==> src/hdl/assert_macros.svh <==
// ----------------------------------------------------------------------------
// assert_macros.svh
// Assertion helper macros. They expand to concurrent assertions in simulation
// and to nothing in synthesis.
// ----------------------------------------------------------------------------
`ifndef ASSERT_MACROS_SVH
`define ASSERT_MACROS_SVH

`ifndef SYNTHESIS
// Same-cycle implication, checked at every rising edge outside reset.
`define ASSERT_IMPLIES(lbl, clk, rstn, ante, cons) \
  lbl: assert property (@(posedge clk) disable iff (!(rstn)) (ante) |-> (cons)) \
    else $error("implication assertion failed");
// Next-cycle implication, checked at every rising edge outside reset.
`define ASSERT_NEXT(lbl, clk, rstn, ante, cons) \
  lbl: assert property (@(posedge clk) disable iff (!(rstn)) (ante) |=> (cons)) \
    else $error("next-cycle assertion failed");
`else
`define ASSERT_IMPLIES(lbl, clk, rstn, ante, cons)
`define ASSERT_NEXT(lbl, clk, rstn, ante, cons)
`endif

`endif

==> src/hdl/ctt_pkg.sv <==
// ----------------------------------------------------------------------------
// ctt_pkg
// Shared types and codes of the countdown timer table.
// ----------------------------------------------------------------------------
`default_nettype none

package ctt_pkg;

  // Default number of timer slots.
  localparam int SLOTS_DEF = 16;

  // Field widths.
  localparam int OpW    = 2;
  localparam int IdW    = 8;
  localparam int CountW = 24;
  localparam int EvW    = 3;
  localparam int SlotW  = 6;

  // Operation codes of an input item.
  localparam logic [OpW-1:0] OP_START = 2'd0;
  localparam logic [OpW-1:0] OP_STOP  = 2'd1;
  localparam logic [OpW-1:0] OP_TICK  = 2'd2;

  // Result codes.
  localparam logic [EvW-1:0] EV_STARTED   = 3'd0;
  localparam logic [EvW-1:0] EV_RESTARTED = 3'd1;
  localparam logic [EvW-1:0] EV_FULL      = 3'd2;
  localparam logic [EvW-1:0] EV_STOPPED   = 3'd3;
  localparam logic [EvW-1:0] EV_NOTFOUND  = 3'd4;
  localparam logic [EvW-1:0] EV_EXPIRED   = 3'd5;
  localparam logic [EvW-1:0] EV_IDLE      = 3'd6;

  // Contents of one slot apart from its active flag.
  typedef struct packed {
    logic [IdW-1:0]    owner;
    logic [CountW-1:0] remaining;
    logic [CountW-1:0] period;
  } slot_body_t;

  // Full slot record as it travels along the ring.
  typedef struct packed {
    logic       active;
    slot_body_t body;
  } slot_rec_t;

endpackage

`default_nettype wire

==> src/hdl/ctt_in_if.sv <==
// ----------------------------------------------------------------------------
// ctt_in_if
// Input item channel: valid/ready handshake with the command payload.
// ----------------------------------------------------------------------------
`default_nettype none

interface ctt_in_if;
  logic                           valid;
  logic                           ready;
  logic [ctt_pkg::OpW-1:0]        op;
  logic [ctt_pkg::IdW-1:0]        timer_id;
  logic [ctt_pkg::CountW-1:0]     delay;
  logic [ctt_pkg::CountW-1:0]     period;

  modport source (output valid, output op, output timer_id, output delay, output period,
                  input ready);
  modport sink (input valid, input op, input timer_id, input delay, input period,
                output ready);
endinterface

`default_nettype wire

==> src/hdl/ctt_out_if.sv <==
// ----------------------------------------------------------------------------
// ctt_out_if
// Result item channel: valid/ready handshake with the result payload.
// ----------------------------------------------------------------------------
`default_nettype none

interface ctt_out_if;
  logic                         valid;
  logic                         ready;
  logic [ctt_pkg::EvW-1:0]      event_res;
  logic [ctt_pkg::IdW-1:0]      timer_id_res;
  logic [ctt_pkg::SlotW-1:0]    slot;
  logic                         last;

  modport source (output valid, output event_res, output timer_id_res, output slot,
                  output last, input ready);
  modport sink (input valid, input event_res, input timer_id_res, input slot,
                input last, output ready);
endinterface

`default_nettype wire

==> src/hdl/ctt_cell.sv <==
// ----------------------------------------------------------------------------
// ctt_cell
// One timer slot of the ring. On a shift it takes the record of its
// neighbor; otherwise it holds its own.
// ----------------------------------------------------------------------------
`default_nettype none

module ctt_cell (
  input  logic               clk,
  input  logic               rst_n,
  input  logic               shift_en,
  input  ctt_pkg::slot_rec_t rec_in,
  output ctt_pkg::slot_rec_t rec_out
);

  logic                active_r;
  ctt_pkg::slot_body_t body_r;

  // The active flag is control state and is cleared by reset.
  always_ff @(posedge clk) begin
    if (!rst_n) begin
      active_r <= 1'b0;
    end else if (shift_en) begin
      active_r <= rec_in.active;
    end
  end

  // Owner and counts are only read while the slot is active.
  always_ff @(posedge clk) begin
    if (shift_en) begin
      body_r <= rec_in.body;
    end
  end

  assign rec_out.active = active_r;
  assign rec_out.body   = body_r;

endmodule

`default_nettype wire

==> src/hdl/countdown_timer_table_unit.sv <==
// ----------------------------------------------------------------------------
// countdown_timer_table_unit
// Table of countdown timer slots held in a ring of cells. Slot records
// rotate past a single head position where they are searched, loaded,
// stopped or counted down.
// ----------------------------------------------------------------------------
//
//  Channel   Direction  Handshake      Item
//  in_ch     in         valid/ready    op, timer_id, delay, period
//  out_ch    out        valid/ready    event_res, timer_id_res, slot, last
//
// A start or stop keeps the input busy after it is accepted: one full
// rotation of the ring to search for the owner and a free slot, a second to
// write the chosen slot, and the finish state to load the result. The next
// item can be taken in the cycle after the finish state. A tick keeps the
// input busy for one rotation, a step per slot at the head, plus the finish state.
// The finish cycle, and a tick step whose expiry must replace a held one,
// wait while the output register still holds an unsent result.
// An item with an unused op is taken without leaving idle.
// Reset clears every active flag and returns the controller to idle at once.
//
`default_nettype none

`include "assert_macros.svh"

module countdown_timer_table_unit #(
  parameter int SLOTS = ctt_pkg::SLOTS_DEF
) (
  input  logic      clk,
  input  logic      rst_n,
  ctt_in_if.sink    in_ch,
  ctt_out_if.source out_ch
);

  localparam int IW = (SLOTS > 1) ? $clog2(SLOTS) : 1;
  localparam logic [IW-1:0] LastIdx = IW'(SLOTS - 1);

  typedef enum logic [2:0] {S_IDLE, S_SEARCH, S_APPLY, S_TICK, S_FINISH} state_t;

  // Ring of slot cells; cell 0 is the head.
  ctt_pkg::slot_rec_t cell_out [SLOTS];
  ctt_pkg::slot_rec_t cell_in  [SLOTS];
  ctt_pkg::slot_rec_t head;
  ctt_pkg::slot_rec_t head_nxt;
  logic               step;

  assign head = cell_out[0];

  genvar g;
  generate
    for (g = 0; g < SLOTS; g++) begin : g_cell
      if (g == SLOTS - 1) begin : g_tail
        assign cell_in[g] = head_nxt;
      end else begin : g_mid
        assign cell_in[g] = cell_out[g+1];
      end
      ctt_cell u_cell (
        .clk      (clk),
        .rst_n    (rst_n),
        .shift_en (step),
        .rec_in   (cell_in[g]),
        .rec_out  (cell_out[g])
      );
    end
  endgenerate

  // Controller registers.
  state_t                        state_r, state_nxt;
  logic [IW-1:0]                 cnt_r, cnt_nxt;
  logic [ctt_pkg::OpW-1:0]       op_r, op_nxt;
  logic [ctt_pkg::IdW-1:0]       id_r, id_nxt;
  logic [ctt_pkg::CountW-1:0]    load_r, load_nxt;
  logic [ctt_pkg::CountW-1:0]    period_r, period_nxt;
  logic                          hit_r, hit_nxt;
  logic [IW-1:0]                 hit_idx_r, hit_idx_nxt;
  logic                          free_r, free_nxt;
  logic [IW-1:0]                 free_idx_r, free_idx_nxt;
  logic                          pend_vld_r, pend_vld_nxt;
  logic [ctt_pkg::IdW-1:0]       pend_id_r, pend_id_nxt;
  logic [IW-1:0]                 pend_idx_r, pend_idx_nxt;

  // Output register.
  logic                          out_vld_r, out_vld_nxt;
  logic [ctt_pkg::EvW-1:0]       out_ev_r, out_ev_nxt;
  logic [ctt_pkg::IdW-1:0]       out_id_r, out_id_nxt;
  logic [ctt_pkg::SlotW-1:0]     out_slot_r, out_slot_nxt;
  logic                          out_last_r, out_last_nxt;

  logic                          out_free;
  logic                          tgt_vld;
  logic [IW-1:0]                 tgt_idx;
  logic                          expire;
  logic                          push;
  logic [ctt_pkg::CountW-1:0]    dec;
  logic [ctt_pkg::EvW-1:0]       fin_ev;
  logic [ctt_pkg::IdW-1:0]       fin_id;
  logic [ctt_pkg::SlotW-1:0]     fin_slot;

  assign in_ch.ready = (state_r == S_IDLE);
  assign out_free    = !out_vld_r || out_ch.ready;

  // Slot the second pass writes, and the final result of the item.
  always_comb begin
    tgt_vld  = 1'b0;
    tgt_idx  = hit_idx_r;
    fin_ev   = ctt_pkg::EV_IDLE;
    fin_id   = id_r;
    fin_slot = '0;
    case (op_r)
      ctt_pkg::OP_START: begin
        tgt_vld = hit_r || free_r;
        tgt_idx = hit_r ? hit_idx_r : free_idx_r;
        if (hit_r) begin
          fin_ev   = ctt_pkg::EV_RESTARTED;
          fin_slot = ctt_pkg::SlotW'(hit_idx_r);
        end else if (free_r) begin
          fin_ev   = ctt_pkg::EV_STARTED;
          fin_slot = ctt_pkg::SlotW'(free_idx_r);
        end else begin
          fin_ev = ctt_pkg::EV_FULL;
        end
      end
      ctt_pkg::OP_STOP: begin
        tgt_vld = hit_r;
        if (hit_r) begin
          fin_ev   = ctt_pkg::EV_STOPPED;
          fin_slot = ctt_pkg::SlotW'(hit_idx_r);
        end else begin
          fin_ev = ctt_pkg::EV_NOTFOUND;
        end
      end
      default: begin
        // Tick: the last expiry found, or a single no-expiry result.
        if (pend_vld_r) begin
          fin_ev   = ctt_pkg::EV_EXPIRED;
          fin_id   = pend_id_r;
          fin_slot = ctt_pkg::SlotW'(pend_idx_r);
        end else begin
          fin_id = '0;
        end
      end
    endcase
  end

  // Countdown at the head during a tick.
  assign dec    = head.body.remaining - ctt_pkg::CountW'(1);
  assign expire = head.active && (head.body.remaining == ctt_pkg::CountW'(1));
  assign push   = expire && pend_vld_r;

  // Controller next-state logic.
  always_comb begin
    state_nxt    = state_r;
    cnt_nxt      = cnt_r;
    op_nxt       = op_r;
    id_nxt       = id_r;
    load_nxt     = load_r;
    period_nxt   = period_r;
    hit_nxt      = hit_r;
    hit_idx_nxt  = hit_idx_r;
    free_nxt     = free_r;
    free_idx_nxt = free_idx_r;
    pend_vld_nxt = pend_vld_r;
    pend_id_nxt  = pend_id_r;
    pend_idx_nxt = pend_idx_r;
    out_vld_nxt  = out_vld_r && !out_ch.ready;
    out_ev_nxt   = out_ev_r;
    out_id_nxt   = out_id_r;
    out_slot_nxt = out_slot_r;
    out_last_nxt = out_last_r;
    step         = 1'b0;
    head_nxt     = head;

    unique case (state_r)
      S_IDLE: begin
        if (in_ch.valid) begin
          op_nxt       = in_ch.op;
          id_nxt       = in_ch.timer_id;
          load_nxt     = (in_ch.delay == '0) ? ctt_pkg::CountW'(1) : in_ch.delay;
          period_nxt   = in_ch.period;
          hit_nxt      = 1'b0;
          free_nxt     = 1'b0;
          pend_vld_nxt = 1'b0;
          cnt_nxt      = '0;
          case (in_ch.op) inside
            ctt_pkg::OP_START, ctt_pkg::OP_STOP: state_nxt = S_SEARCH;
            ctt_pkg::OP_TICK:                    state_nxt = S_TICK;
            default:                             state_nxt = S_IDLE;
          endcase
        end
      end

      // First rotation: find the owner's slot and the lowest free slot.
      S_SEARCH: begin
        step = 1'b1;
        if (!hit_r && head.active && (head.body.owner == id_r)) begin
          hit_nxt     = 1'b1;
          hit_idx_nxt = cnt_r;
        end
        if (!free_r && !head.active) begin
          free_nxt     = 1'b1;
          free_idx_nxt = cnt_r;
        end
        if (cnt_r == LastIdx) begin
          cnt_nxt   = '0;
          state_nxt = S_APPLY;
        end else begin
          cnt_nxt = cnt_r + IW'(1);
        end
      end

      // Second rotation: write the chosen slot as it passes the head.
      S_APPLY: begin
        step = 1'b1;
        if (tgt_vld && (cnt_r == tgt_idx)) begin
          if (op_r == ctt_pkg::OP_START) begin
            head_nxt.active         = 1'b1;
            head_nxt.body.owner     = id_r;
            head_nxt.body.remaining = load_r;
            head_nxt.body.period    = period_r;
          end else begin
            head_nxt.active = 1'b0;
          end
        end
        if (cnt_r == LastIdx) begin
          cnt_nxt   = '0;
          state_nxt = S_FINISH;
        end else begin
          cnt_nxt = cnt_r + IW'(1);
        end
      end

      // Tick: count down each slot; an earlier expiry is sent when a newer
      // one replaces it, so the final one can carry the last flag.
      S_TICK: begin
        if (!(push && !out_free)) begin
          step = 1'b1;
          if (head.active) begin
            if (expire) begin
              head_nxt.body.remaining = head.body.period;
              head_nxt.active         = (head.body.period != '0);
              pend_vld_nxt            = 1'b1;
              pend_id_nxt             = head.body.owner;
              pend_idx_nxt            = cnt_r;
            end else begin
              head_nxt.body.remaining = dec;
            end
          end
          if (push) begin
            out_vld_nxt  = 1'b1;
            out_ev_nxt   = ctt_pkg::EV_EXPIRED;
            out_id_nxt   = pend_id_r;
            out_slot_nxt = ctt_pkg::SlotW'(pend_idx_r);
            out_last_nxt = 1'b0;
          end
          if (cnt_r == LastIdx) begin
            cnt_nxt   = '0;
            state_nxt = S_FINISH;
          end else begin
            cnt_nxt = cnt_r + IW'(1);
          end
        end
      end

      // Issue the final result of the item.
      S_FINISH: begin
        if (out_free) begin
          out_vld_nxt  = 1'b1;
          out_ev_nxt   = fin_ev;
          out_id_nxt   = fin_id;
          out_slot_nxt = fin_slot;
          out_last_nxt = 1'b1;
          pend_vld_nxt = 1'b0;
          state_nxt    = S_IDLE;
        end
      end

      default: begin
        state_nxt = S_IDLE;
      end
    endcase
  end

  // State and registered outputs.
  always_ff @(posedge clk) begin
    if (!rst_n) begin
      state_r    <= S_IDLE;
      cnt_r      <= '0;
      hit_r      <= 1'b0;
      free_r     <= 1'b0;
      pend_vld_r <= 1'b0;
      out_vld_r  <= 1'b0;
    end else begin
      state_r    <= state_nxt;
      cnt_r      <= cnt_nxt;
      hit_r      <= hit_nxt;
      free_r     <= free_nxt;
      pend_vld_r <= pend_vld_nxt;
      out_vld_r  <= out_vld_nxt;
    end
    op_r       <= op_nxt;
    id_r       <= id_nxt;
    load_r     <= load_nxt;
    period_r   <= period_nxt;
    hit_idx_r  <= hit_idx_nxt;
    free_idx_r <= free_idx_nxt;
    pend_id_r  <= pend_id_nxt;
    pend_idx_r <= pend_idx_nxt;
    out_ev_r   <= out_ev_nxt;
    out_id_r   <= out_id_nxt;
    out_slot_r <= out_slot_nxt;
    out_last_r <= out_last_nxt;
  end

  assign out_ch.valid        = out_vld_r;
  assign out_ch.event_res    = out_ev_r;
  assign out_ch.timer_id_res = out_id_r;
  assign out_ch.slot         = out_slot_r;
  assign out_ch.last         = out_last_r;

  // A command or tick item always leaves idle on the next cycle.
  `ASSERT_NEXT(a_busy_after_item, clk, rst_n, in_ch.valid && in_ch.ready && (in_ch.op == ctt_pkg::OP_START || in_ch.op == ctt_pkg::OP_STOP || in_ch.op == ctt_pkg::OP_TICK), state_r != S_IDLE)
  // The ring is back in its home position whenever the controller is idle.
  `ASSERT_IMPLIES(a_ring_home, clk, rst_n, state_r == S_IDLE, cnt_r == '0)
  // No expiry is held back once an item is finished.
  `ASSERT_IMPLIES(a_no_pending_idle, clk, rst_n, state_r == S_IDLE, !pend_vld_r)
  // A result with the last flag is loaded only when leaving the finish state.
  `ASSERT_NEXT(a_last_from_finish, clk, rst_n, state_r != S_FINISH && state_r != S_TICK, !out_vld_r || !out_last_r || $stable(out_last_r) || $past(state_r) == S_FINISH)

endmodule

`default_nettype wire
==> src/flat_wrapper.sv <==
// flat-port wrapper written by rule: the top's interface ports become plain ports
module countdown_timer_table_unit_flat 
#(
  parameter int SLOTS = ctt_pkg::SLOTS_DEF
)
  (clk, rst_n, in_ch_valid, in_ch_op, in_ch_timer_id, in_ch_delay, in_ch_period, in_ch_ready, out_ch_valid, out_ch_event_res, out_ch_timer_id_res, out_ch_slot, out_ch_last, out_ch_ready);
  ctt_in_if in_ch_i ();
  ctt_out_if out_ch_i ();
  input  logic clk;
  input  logic rst_n;
  input wire logic [$bits(in_ch_i.valid)-1:0] in_ch_valid;
  input wire logic [$bits(in_ch_i.op)-1:0] in_ch_op;
  input wire logic [$bits(in_ch_i.timer_id)-1:0] in_ch_timer_id;
  input wire logic [$bits(in_ch_i.delay)-1:0] in_ch_delay;
  input wire logic [$bits(in_ch_i.period)-1:0] in_ch_period;
  output wire logic [$bits(in_ch_i.ready)-1:0] in_ch_ready;
  output wire logic [$bits(out_ch_i.valid)-1:0] out_ch_valid;
  output wire logic [$bits(out_ch_i.event_res)-1:0] out_ch_event_res;
  output wire logic [$bits(out_ch_i.timer_id_res)-1:0] out_ch_timer_id_res;
  output wire logic [$bits(out_ch_i.slot)-1:0] out_ch_slot;
  output wire logic [$bits(out_ch_i.last)-1:0] out_ch_last;
  input wire logic [$bits(out_ch_i.ready)-1:0] out_ch_ready;
  assign in_ch_i.valid = in_ch_valid;
  assign in_ch_i.op = in_ch_op;
  assign in_ch_i.timer_id = in_ch_timer_id;
  assign in_ch_i.delay = in_ch_delay;
  assign in_ch_i.period = in_ch_period;
  assign in_ch_ready = in_ch_i.ready;
  assign out_ch_valid = out_ch_i.valid;
  assign out_ch_event_res = out_ch_i.event_res;
  assign out_ch_timer_id_res = out_ch_i.timer_id_res;
  assign out_ch_slot = out_ch_i.slot;
  assign out_ch_last = out_ch_i.last;
  assign out_ch_i.ready = out_ch_ready;
  countdown_timer_table_unit #(.SLOTS(SLOTS)) u_core (.clk(clk), .rst_n(rst_n), .in_ch(in_ch_i), .out_ch(out_ch_i));
endmodule
==> config.mk <==
export PLATFORM = sky130hd
export DESIGN_NAME = countdown_timer_table_unit_flat
export DESIGN_NICKNAME = d
export VERILOG_FILES = /design/src/hdl/ctt_pkg.sv /design/src/hdl/ctt_in_if.sv /design/src/hdl/ctt_out_if.sv /design/src/hdl/ctt_cell.sv /design/src/hdl/countdown_timer_table_unit.sv /design/src/flat_wrapper.sv
export VERILOG_INCLUDE_DIRS = /design/src /design/src/hdl
export SDC_FILE = /design/constraint.sdc
export NUM_CORES = 1
export LEC_CHECK = 0
export BUFFER_PORTS_ARGS = -buffer_cell sky130_fd_sc_hd__buf_2
export CELL_PAD_IN_SITES_DETAIL_PLACEMENT = 0
export CELL_PAD_IN_SITES_GLOBAL_PLACEMENT = 1
export CORE_MARGIN = 2
export CORE_UTILIZATION = 40
export DETAILED_ROUTE_END_ITERATION = 12
export HOLD_SLACK_MARGIN = 0.06
export PLACE_DENSITY_LB_ADDON = 0.15
export SLEW_MARGIN = 20
export SYNTH_ARGS = -nofsm -noshare
export SYNTH_HDL_FRONTEND = slang
export SYNTH_SLANG_ARGS = --single-unit
==> constraint.sdc <==
create_clock -name clk -period 19.3 [get_ports clk]
set_clock_uncertainty 0.1 [all_clocks]
set_input_delay 1.93 -clock clk [delete_from_list [all_inputs] [get_ports clk]]
set_output_delay 1.93 -clock clk [all_outputs]
set_load 0.03 [all_outputs]
==> flow_metrics.tcl, run 1 <==
set metrics [dict create \
    status "completed" \
    synth_enable_flop_cells 990 \
    cts_buffers 103 \
    wl_per_cell_microns 20.5 \
    ys_seq_area_share_pct 89.2 \
    ys_warn_count 0 \
    required_ps 19480 \
    antenna_left 0 \
    max_stage_delay_ps 750 \
    dr.first_iter.drc_count 1379 \
    critPathKind "flip-flop to flip-flop" \
    ir_worst_vdd_v 0.000152 \
    synth_seq_cells 1017 \
    crit_top_cell "buf_4" \
    dp_worst_setup_slack_ps 14230 \
    clock-sinks 1017 \
    cp_top_family "simple AND/OR/NAND/NOR gates" \
    rows 106 \
    port_buffers 79 \
    final_hold_viol_count 0 \
    multi_input_area_sq_mm 0.00330 \
    vias 14720 \
    setup_violations 0 \
    dp_hpwl_microns 34700 \
    core-area_sq_mm 0.0838 \
    cp_max_fo 144 \
    power.density_mw_per_mm2 191 \
    syn_area_sq_mm 0.0339 \
    register_area_sq_mm 0.0303 \
    dr.pass1.iters 5 \
    area_delta_synth_final_pct 15.5 \
    netlist_instances 1599 \
    path_cells "nor4_4 -> nand2_4 -> or3_1 -> o31ai_4 -> buf_4 -> inv_16 -> buf_16 -> buf_4" \
    ys_types 74 \
    final_common_cell "edfxtp_1" \
    final_cells 2958 \
    vias_per_cell 4.98 \
    fin_nets 1803 \
    fin_crit_sh_pct 24.3 \
    power.leakage_nw 12.6 \
    crit_slowest_cell "nor4_4" \
    path_clk_slew_ps 60 \
    fmax_ghz 0.213 \
    critPathBufInv 4 \
    drive_above_1_share_pct 16.5 \
    grt_max_degree 244 \
    synthArstFlopShare_pct 0 \
    maxSlewHeadroom_pct 34.8 \
    root_buffer "clkbuf_16" \
    cts_resized 0 \
    rsz0062_at_grt "no" \
    worst_ep_arrival_time_ps 4870 \
    chipHeight_microns 295 \
    start_util_pct 40.5 \
    antenna_found_initial 13 \
    power_mw 7.49 \
    cts_max_level 3 \
    setup_ws_ps 14610 \
    dieArea_sq_mm 0.0872 \
    utilization_pct 46.7 \
    io_pins 82 \
    cts_hold_buf 0 \
    cts_tree "yes" \
    grt_pass1_vias 14259 \
    final_cell_mix "edfxtp_1, clkbuf_16, nand2_1" \
    grt-ovfl-total 0 \
    die_x_microns 295 \
    synthFlopType "edfxtp_1" \
    slew_violations 0 \
    crit_path_end_kind "flip-flop" \
    post_cts_buffers 0 \
    place_congestion 0.824 \
    worstMarginPinSlew_ps 978 \
    setup-tns-final_ps 0 \
    globalRouteTotalUtil_pct 13.9 \
    wl_microns 60700 \
    remaining_drc_errors 0 \
    min_path_type "flip-flop to flip-flop" \
    nFillCells 7083 \
    dp.cells 2764 \
    startpoint_type "flip-flop" \
    drv_cap 0 \
    synth.avg_cell_area_sq_um 21.2 \
    clk_path_buf_depth 3 \
    grt_pass1_wl_microns 90100 \
    finalCriticalPeriod_ps 4690 \
    worstSkewPairLatency_ps 670 \
]
[worst reg2reg max path, delay by kind of cell (launching register included)]
kind	cells	cell delay, ps
DFF	1	560
AOI/OAI and AO/OA	1	270
and+or+nand+nor	3	1740
buffers and inverters	4	1620
[cell usage after synthesis, types with 4 or more instances]
master	n	area, sq um
edfxtp_1	990	29700
nand2_1	85	319
clkbuf_1	54	203
o21ai_0	42	210
mux2_2	31	349
nor4_1	28	175
dfxtp_1	27	541
nor2_1	25	93.8
a21oi_1	23	115
nor3_1	21	105
nand3_1	18	90.1
inv_1	15	56.3
a21boi_0	13	97.6
a31oi_1	13	81.3
a211oi_1	12	90.1
a22o_1	12	105
nor2b_1	11	68.8
buf_2	10	50.1
a21boi_1	9	67.6
mux2i_1	9	90.1
nand4_1	9	56.3
o31a_1	9	78.8
xnor2_1	9	78.8
nand2b_1	7	43.8
or3_1	7	43.8
a211o_1	6	52.6
a32o_1	5	50.1
o211ai_1	5	37.5
or3b_2	5	43.8
and2_1	4	25.0
and3_1	4	25.0
o31ai_1	4	30.0
or4_1	4	30.0
[through the flow]
step | instance area (sq um) | hold WS [ps]
2_1_floorplan | 33900 | 300
3_3_place_gp | 35600 | 300
3_5_place_dp | 35600 | 305
4_1_cts | 39100 | 310
5_1_grt | 39200 | 316
6_report | 39200 | 311
[state kept, by name, indices dropped and copies added, names as in the netlist, 8 cells and up]
register                       flops
u_core.g_cell.u_cell.rec_out     896
u_core.g_cell.u_cell.active_r     16
u_core.period_r                   24
u_core.out_ch.timer_id_res         8
u_core.pend_id_r                   8
u_core.id_r                        8
u_core.load_r                     24
[report_power, final]
| part | total (mW) | internal (mW) | switching (mW) |
|---|---|---|---|
| logic | 0.928 | 0.183 | 0.745 |
| clock network | 2.00 | 1.18 | 0.822 |
| registers | 4.57 | 4.13 | 0.440 |
[layout make-up]
cell class,instances,area share [%]
Clock buffer,123,6.77
Tap cell,1134,3.62
Multi-Input combinational cell,497,8.43
Inverter,16,0.195
Timing Repair Buffer,103,1.69
Antenna cell,1,0.00639
Clock inverter,67,2.03
Sequential cell,1017,77.3
[cell families after synthesis]
logic type               share of synthesized area (%)
multiplexers                                      1.29
AND/OR/NAND/NOR                                   4.00
buffers and inverters                             1.08
AO/OA/AOI/OAI                                     4.06
adder cells (fa/ha/maj)                          0.111
XOR/XNOR                                         0.232
other                                           0.0111
flip-flops                                        89.2
[per-layer routing]
| metal | vias to the layer above | track usage [%] | share of wire (%) |
|---|---|---|---|
| met2 | 411 | 19.2 | 43 |
| met5 | - | 0 | 0.026 |
| li1 | 6649 | - | - |
| met4 | 2 | 5.56 | 3.2 |
| met3 | 127 | 2.84 | 5.2 |
| met1 | 7531 | 21.6 | 49 |
[final timing paths]
path                                                   endpoint                                           start  slack (ps)  cells after the start
hold / removal    u_core.g_cell[9].u_cell.rec_out[19]$_DFFE_PP_  u_core.g_cell[10].u_cell.rec_out[19]$_DFFE_PP_         310                      0
hold reg to reg   u_core.g_cell[9].u_cell.rec_out[19]$_DFFE_PP_  u_core.g_cell[10].u_cell.rec_out[19]$_DFFE_PP_         310                      0
setup / recovery  u_core.g_cell[2].u_cell.rec_out[23]$_DFFE_PP_   u_core.g_cell[0].u_cell.rec_out[28]$_DFFE_PP_       14610                      8
setup reg to reg  u_core.g_cell[2].u_cell.rec_out[23]$_DFFE_PP_   u_core.g_cell[0].u_cell.rec_out[28]$_DFFE_PP_       14610                      8
Note: power is estimated with default switching activity, not from simulation.
==> run 2: changes to the inputs <==
==> constraint.sdc (replaced) <==
create_clock -name clk -period 4.15 [get_ports clk]
set_clock_uncertainty 0.1 [all_clocks]
set_input_delay 0.415 -clock clk [delete_from_list [all_inputs] [get_ports clk]]
set_output_delay 0.415 -clock clk [all_outputs]
set_load 0.03 [all_outputs]
==> flow_metrics.tcl, run 2 (synthesis results as in run 1) <==
set metrics [dict create \
    power.leakage_nw 12.8 \
    final_hold_viol_count 0 \
    wl_per_cell_microns 20.5 \
    largest_reg_flops 896 \
    rows 106 \
    io_pins 82 \
    start_util_pct 40.5 \
    dr.pass1.iters 5 \
    met1_usage_pct 21.4 \
    startpoint_type "flip-flop" \
    power.density_mw_per_mm2 871 \
    setup_violations 0 \
    globalRouteTotalUtil_pct 14.1 \
    finalCriticalPeriod_ps 3860 \
    drive_above_1_share_pct 15.8 \
    met3_usage_pct 3.32 \
    worst_ep_arrival_time_ps 4060 \
    path_cells "nor4_4 -> nand2_4 -> or3_1 -> o31ai_4 -> inv_16 -> buf_12" \
    dp.cells 2774 \
    wl_microns 62000 \
    final_common_cell "edfxtp_1" \
    fin_crit_sh_pct 92.9 \
    ir_worst_vdd_v 0.000545 \
    grt_pass1_wl_microns 91300 \
    area_delta_synth_final_pct 16.9 \
    grt_max_degree 129 \
    drv_cap 0 \
    fin_nets 1871 \
    nFillCells 7047 \
    use_met2_pct 19.6 \
    cp_max_fo 128 \
    worstMarginPinSlew_ps 983 \
    cts_tree "yes" \
    critPathKind "flip-flop to flip-flop" \
    fmax_ghz 0.259 \
    dp_hpwl_microns 35700 \
    clock-sinks 1017 \
    dr.first_iter.drc_count 1444 \
    antenna_found_initial 13 \
    cts_buffers 104 \
    critPathBufInv 2 \
    grt-ovfl-total 0 \
    hold_slack_ps 128 \
    crit_slowest_cell "or3_1" \
    status "completed" \
    die_x_microns 295 \
    slew_violations 0 \
    register_area_sq_mm 0.0303 \
    place_congestion 0.869 \
    vias_per_cell 4.98 \
    worstSkewPairLatency_ps 670 \
    cts_resized 0 \
    antenna_left 0 \
    path_clk_slew_ps 60 \
    max_stage_delay_ps 700 \
    grt.busiest_layer "met1" \
    crit_path_end_kind "flip-flop" \
    setup-tns-final_ps 0 \
    final_cell_mix "edfxtp_1, clkbuf_16, nand2_1" \
    rsz0062_at_grt "no" \
    grt_pass1_vias 14626 \
    clk_path_buf_depth 3 \
    cp_top_family "simple AND/OR/NAND/NOR gates" \
    root_buffer "clkbuf_16" \
    remaining_drc_errors 0 \
    required_ps 4350 \
    chipHeight_microns 295 \
    vias 15079 \
    final_cells 3025 \
    core-area_sq_mm 0.0838 \
    port_buffers 79 \
    cts_max_level 3 \
    multi_input_area_sq_mm 0.00330 \
    maxSlewHeadroom_pct 34.5 \
    min_path_type "input pin to flip-flop" \
    dieArea_sq_mm 0.0872 \
]
==> run 2: cell count changes in the layout (fill, tap and decap cells not counted), sizes merged <==
cell and change:
dlygate4sd3 +60, clkbuf +12, bufinv -8, buf +7, clkinv -4, clkinvlp +1, inv -1
==> run 2: area by class of cell <==
type / count / share of cell area (%)
Timing Repair Buffer: 170 / 3.35
Inverter: 16 / 0.192
Clock buffer: 135 / 6.86
Antenna cell: 1 / 0.00631
Multi-Input combinational cell: 497 / 8.33
Sequential cell: 1017 / 76.3
Clock inverter: 55 / 1.35
Tap cell: 1134 / 3.58
==> run 2: routing by layer <==
layer	up-vias	share of wire (%)
li1	6794	-
met5	-	0.042
met2	480	43
met1	7671	48
met3	130	6.2
met4	4	3.3
==> run 2: worst paths after layout <==
check / from / endpoint / slack (ps) / depth (start not counted)
max: u_core.g_cell[0].u_cell.rec_out[32]$_DFFE_PP_ / u_core.g_cell[10].u_cell.rec_out[47]$_DFFE_PP_ / 290 / 6
min: rst_n / u_core.g_cell[15].u_cell.active_r$_SDFFE_PN0P_ / 130 / 3
max reg2reg: u_core.g_cell[0].u_cell.rec_out[32]$_DFFE_PP_ / u_core.g_cell[10].u_cell.rec_out[47]$_DFFE_PP_ / 290 / 6
min reg2reg: u_core.g_cell[7].u_cell.rec_out[28]$_DFFE_PP_ / u_core.g_cell[6].u_cell.rec_out[28]$_DFFE_PP_ / 300 / 0
==> run 2: repair_timing <==
action | 4_1_cts | 5_1_grt
hold buffers | 60 | 0
hold endpoints to repair | 62 | 0
buffers inserted | 0 | 0
endpoints found under the setup margin | 0 | 0
==> run 2: metrics by stage <==
| stage | utilization (%) | area [sq um] | power [mW] | setup WS [ps] |
|---|---|---|---|---|
| 2_1_floorplan | - | 33900 | 23.7 | 79.6 |
| 3_3_place_gp | 42.7 | 35800 | 25.7 | 508 |
| 3_5_place_dp | 42.7 | 35800 | 25.9 | 367 |
| 4_1_cts | 47.3 | 39600 | 35.0 | 346 |
| 5_1_grt | 47.3 | 39600 | 36.2 | 130 |
| 6_report | 47.3 | 39700 | 34.5 | 293 |
==> run 2: report_power, final <==
| group | internal (mW) | leakage [nW] | switching [mW] |
|---|---|---|---|
| clock | 5.03 | 1.57 | 3.80 |
| sequential | 19.2 | 9.50 | 2.10 |
| combinational | 0.928 | 1.72 | 3.51 |
==> run 2: worst min-delay path: cells and delay by family <==
| family | cells | cell delay, ps |
|---|---|---|
| buf+inv | 1 | 260 |
| compound gates | 1 | 110 |
| simple gates | 1 | 40 |
==> run 3: changes to the inputs <==
--- a/config.mk
+++ b/config.mk
@@ -7,7 +7,7 @@
 export NUM_CORES = 1
 export LEC_CHECK = 0
 export BUFFER_PORTS_ARGS = -buffer_cell sky130_fd_sc_hd__buf_2
-export CELL_PAD_IN_SITES_DETAIL_PLACEMENT = 0
+export CELL_PAD_IN_SITES_DETAIL_PLACEMENT = 1
 export CELL_PAD_IN_SITES_GLOBAL_PLACEMENT = 1
 export CORE_MARGIN = 2
 export CORE_UTILIZATION = 40
==> flow_metrics.tcl, run 3 (synthesis results as in run 1) <==
set metrics [dict create \
    post_cts_buffers 0 \
    min_path_type "input pin to flip-flop" \
    critical_path.endpoint "u_core.g_cell[6].u_cell.rec_out[39]$_DFFE_PP_" \
    io_pins 82 \
    port_buffers 79 \
    finalCriticalPeriod_ps 3840 \
    antenna_found_initial 8 \
    die_x_microns 295 \
    largest_reg_flops 896 \
    critPathKind "flip-flop to flip-flop" \
    drive_above_1_share_pct 16.0 \
    area_delta_synth_final_pct 16.9 \
    critPathBufInv 2 \
    maxSlewHeadroom_pct 32.9 \
    final_common_cell "edfxtp_1" \
    vias_per_cell 4.97 \
    worstMarginPinSlew_ps 1010 \
    path_depth 6 \
    grt_pass1_wl_microns 97200 \
    final_cell_mix "edfxtp_1, clkbuf_16, nand2_1" \
    clock-sinks 1017 \
    dr.first_iter.drc_count 1359 \
    grt-ovfl-total 0 \
    required_ps 4360 \
    crit_slowest_cell "or3_1" \
    ir_worst_vdd_v 0.000566 \
    cts_buffers 103 \
    worst_ep_arrival_time_ps 4050 \
    place_congestion 0.869 \
    wl_microns 64200 \
    final_hold_viol_count 0 \
    fmax_ghz 0.260 \
    clk_path_buf_depth 3 \
    dp.cells 2774 \
    grt_max_degree 129 \
    dr.pass1.iters 5 \
    rows 106 \
    cts_tree "yes" \
    core-area_sq_mm 0.0838 \
    power.density_mw_per_mm2 875 \
    nFillCells 7722 \
    final_area_sq_mm 0.0397 \
    highest_layer "met4" \
    vias 15001 \
    wl_met2_microns 28400 \
    startpoint_type "flip-flop" \
    setup-tns-final_ps 0 \
    globalRouteTotalUtil_pct 15.0 \
    path_clk_slew_ps 60 \
    wl_met1_microns 30600 \
    max_stage_delay_ps 690 \
    antennaDiodeCount 0 \
    final_cells 3021 \
    fin_nets 1870 \
    placedInstanceArea_sq_mm 0.0358 \
    dieArea_sq_mm 0.0872 \
    cp_top_family "simple AND/OR/NAND/NOR gates" \
    status "completed" \
    rsz0062_at_grt "no" \
    r2r_start "u_core.g_cell[0].u_cell.rec_out[32]$_DFFE_PP_" \
    crit_path_end_kind "flip-flop" \
    setup_violations 0 \
    grt_pass1_vias 15388 \
    chipHeight_microns 295 \
    cp_max_fo 118 \
    hold_slack_ps 112 \
    remaining_drc_errors 0 \
    startpoint "u_core.g_cell[0].u_cell.rec_out[32]$_DFFE_PP_" \
    utilization_pct 47.3 \
    worstSkewPairLatency_ps 680 \
    fin_crit_sh_pct 92.7 \
    start_util_pct 40.5 \
    slew_violations 0 \
    dp_hpwl_microns 37500 \
    dr_wl_met3_microns 3680 \
    cts_max_level 3 \
    drv_cap 0 \
    rr_endpoint "u_core.g_cell[6].u_cell.rec_out[39]$_DFFE_PP_" \
    worst-r2r-cell-count 6 \
    wl_per_cell_microns 21.2 \
    root_buffer "clkbuf_16" \
    antenna_left 0 \
    path_cells "nor4_4 -> nand2_4 -> or3_1 -> o31ai_4 -> inv_16 -> buf_12" \
    power.leakage_nw 12.8 \
    r2r_setup_slack_ps 310 \
]
run 3: cell types whose count changed in the layout (fill, tap and decap cells not counted), moves of 2 or more:
cell,previous run,this run
clkinv_1,25,29
clkinv_2,14,17
clkbuf_1,31,20
inv_6,1,3
bufinv_16,6,9
run 3: worst reg2reg max path: stages (launching register included):
cell and delay, ps:
edfxtp_1 570, nor4_4 590, nand2_4 270, or3_1 700, o31ai_4 510, inv_16 280, buf_12 380
run 3: worst min-delay path by stage:
stage,startpoint,depth (start not counted),to,slack (ps)
global route,rst_n,3,u_core.g_cell[15].u_cell.active_r$_SDFFE_PN0P_,140
global placement,u_core.g_cell[9].u_cell.rec_out[43]$_DFFE_PP_,0,u_core.g_cell[8].u_cell.rec_out[43]$_DFFE_PP_,300
finish,rst_n,3,u_core.g_cell[15].u_cell.active_r$_SDFFE_PN0P_,110
CTS,rst_n,3,u_core.g_cell[15].u_cell.active_r$_SDFFE_PN0P_,80
floorplan,u_core.g_cell[1].u_cell.rec_out[0]$_DFFE_PP_,0,u_core.g_cell[0].u_cell.rec_out[0]$_DFFE_PP_,300
detailed placement,u_core.g_cell[12].u_cell.rec_out[10]$_DFFE_PP_,0,u_core.g_cell[11].u_cell.rec_out[10]$_DFFE_PP_,310
run 3: layout make-up:
cell class	instances	area [sq um]	share of cell area (%)
clock buffers	123	2650	6.69
clock inverters	64	614	1.55
inverters	16	76.3	0.192
multi-input cells	497	3300	8.33
flip-flops and latches	1017	30300	76.3
well taps	1134	1420	3.58
repair buffers	170	1330	3.35
run 3: stage by stage:
step | setup WS [ps] | power, mW
3_5_place_dp | 343 | 26.0
2_1_floorplan | 79.6 | 23.7
3_3_place_gp | 508 | 25.7
6_report | 305 | 34.7
5_1_grt | 93.9 | 36.5
4_1_cts | 342 | 35.2
run 3: timing repair:
action	in CTS	in global routing
endpoints found under the hold margin	62	0
resized for setup	0	0
hold buffers	60	0
run 3: power breakdown:
part           internal (mW)  switching (mW)  total (mW)  leakage, nW
Clock                   5.13            3.78        8.91         1.60
Sequential              19.2            2.17        21.3         9.50
Combinational          0.928            3.53        4.45         1.72
run 3: layer usage:
metal | track usage (%) | vias to the layer above
li1 | - | 6776
met1 | 22.6 | 7773
met4 | 5.20 | 0
met5 | 0 | -
met2 | 21.5 | 349
met3 | 3.51 | 103
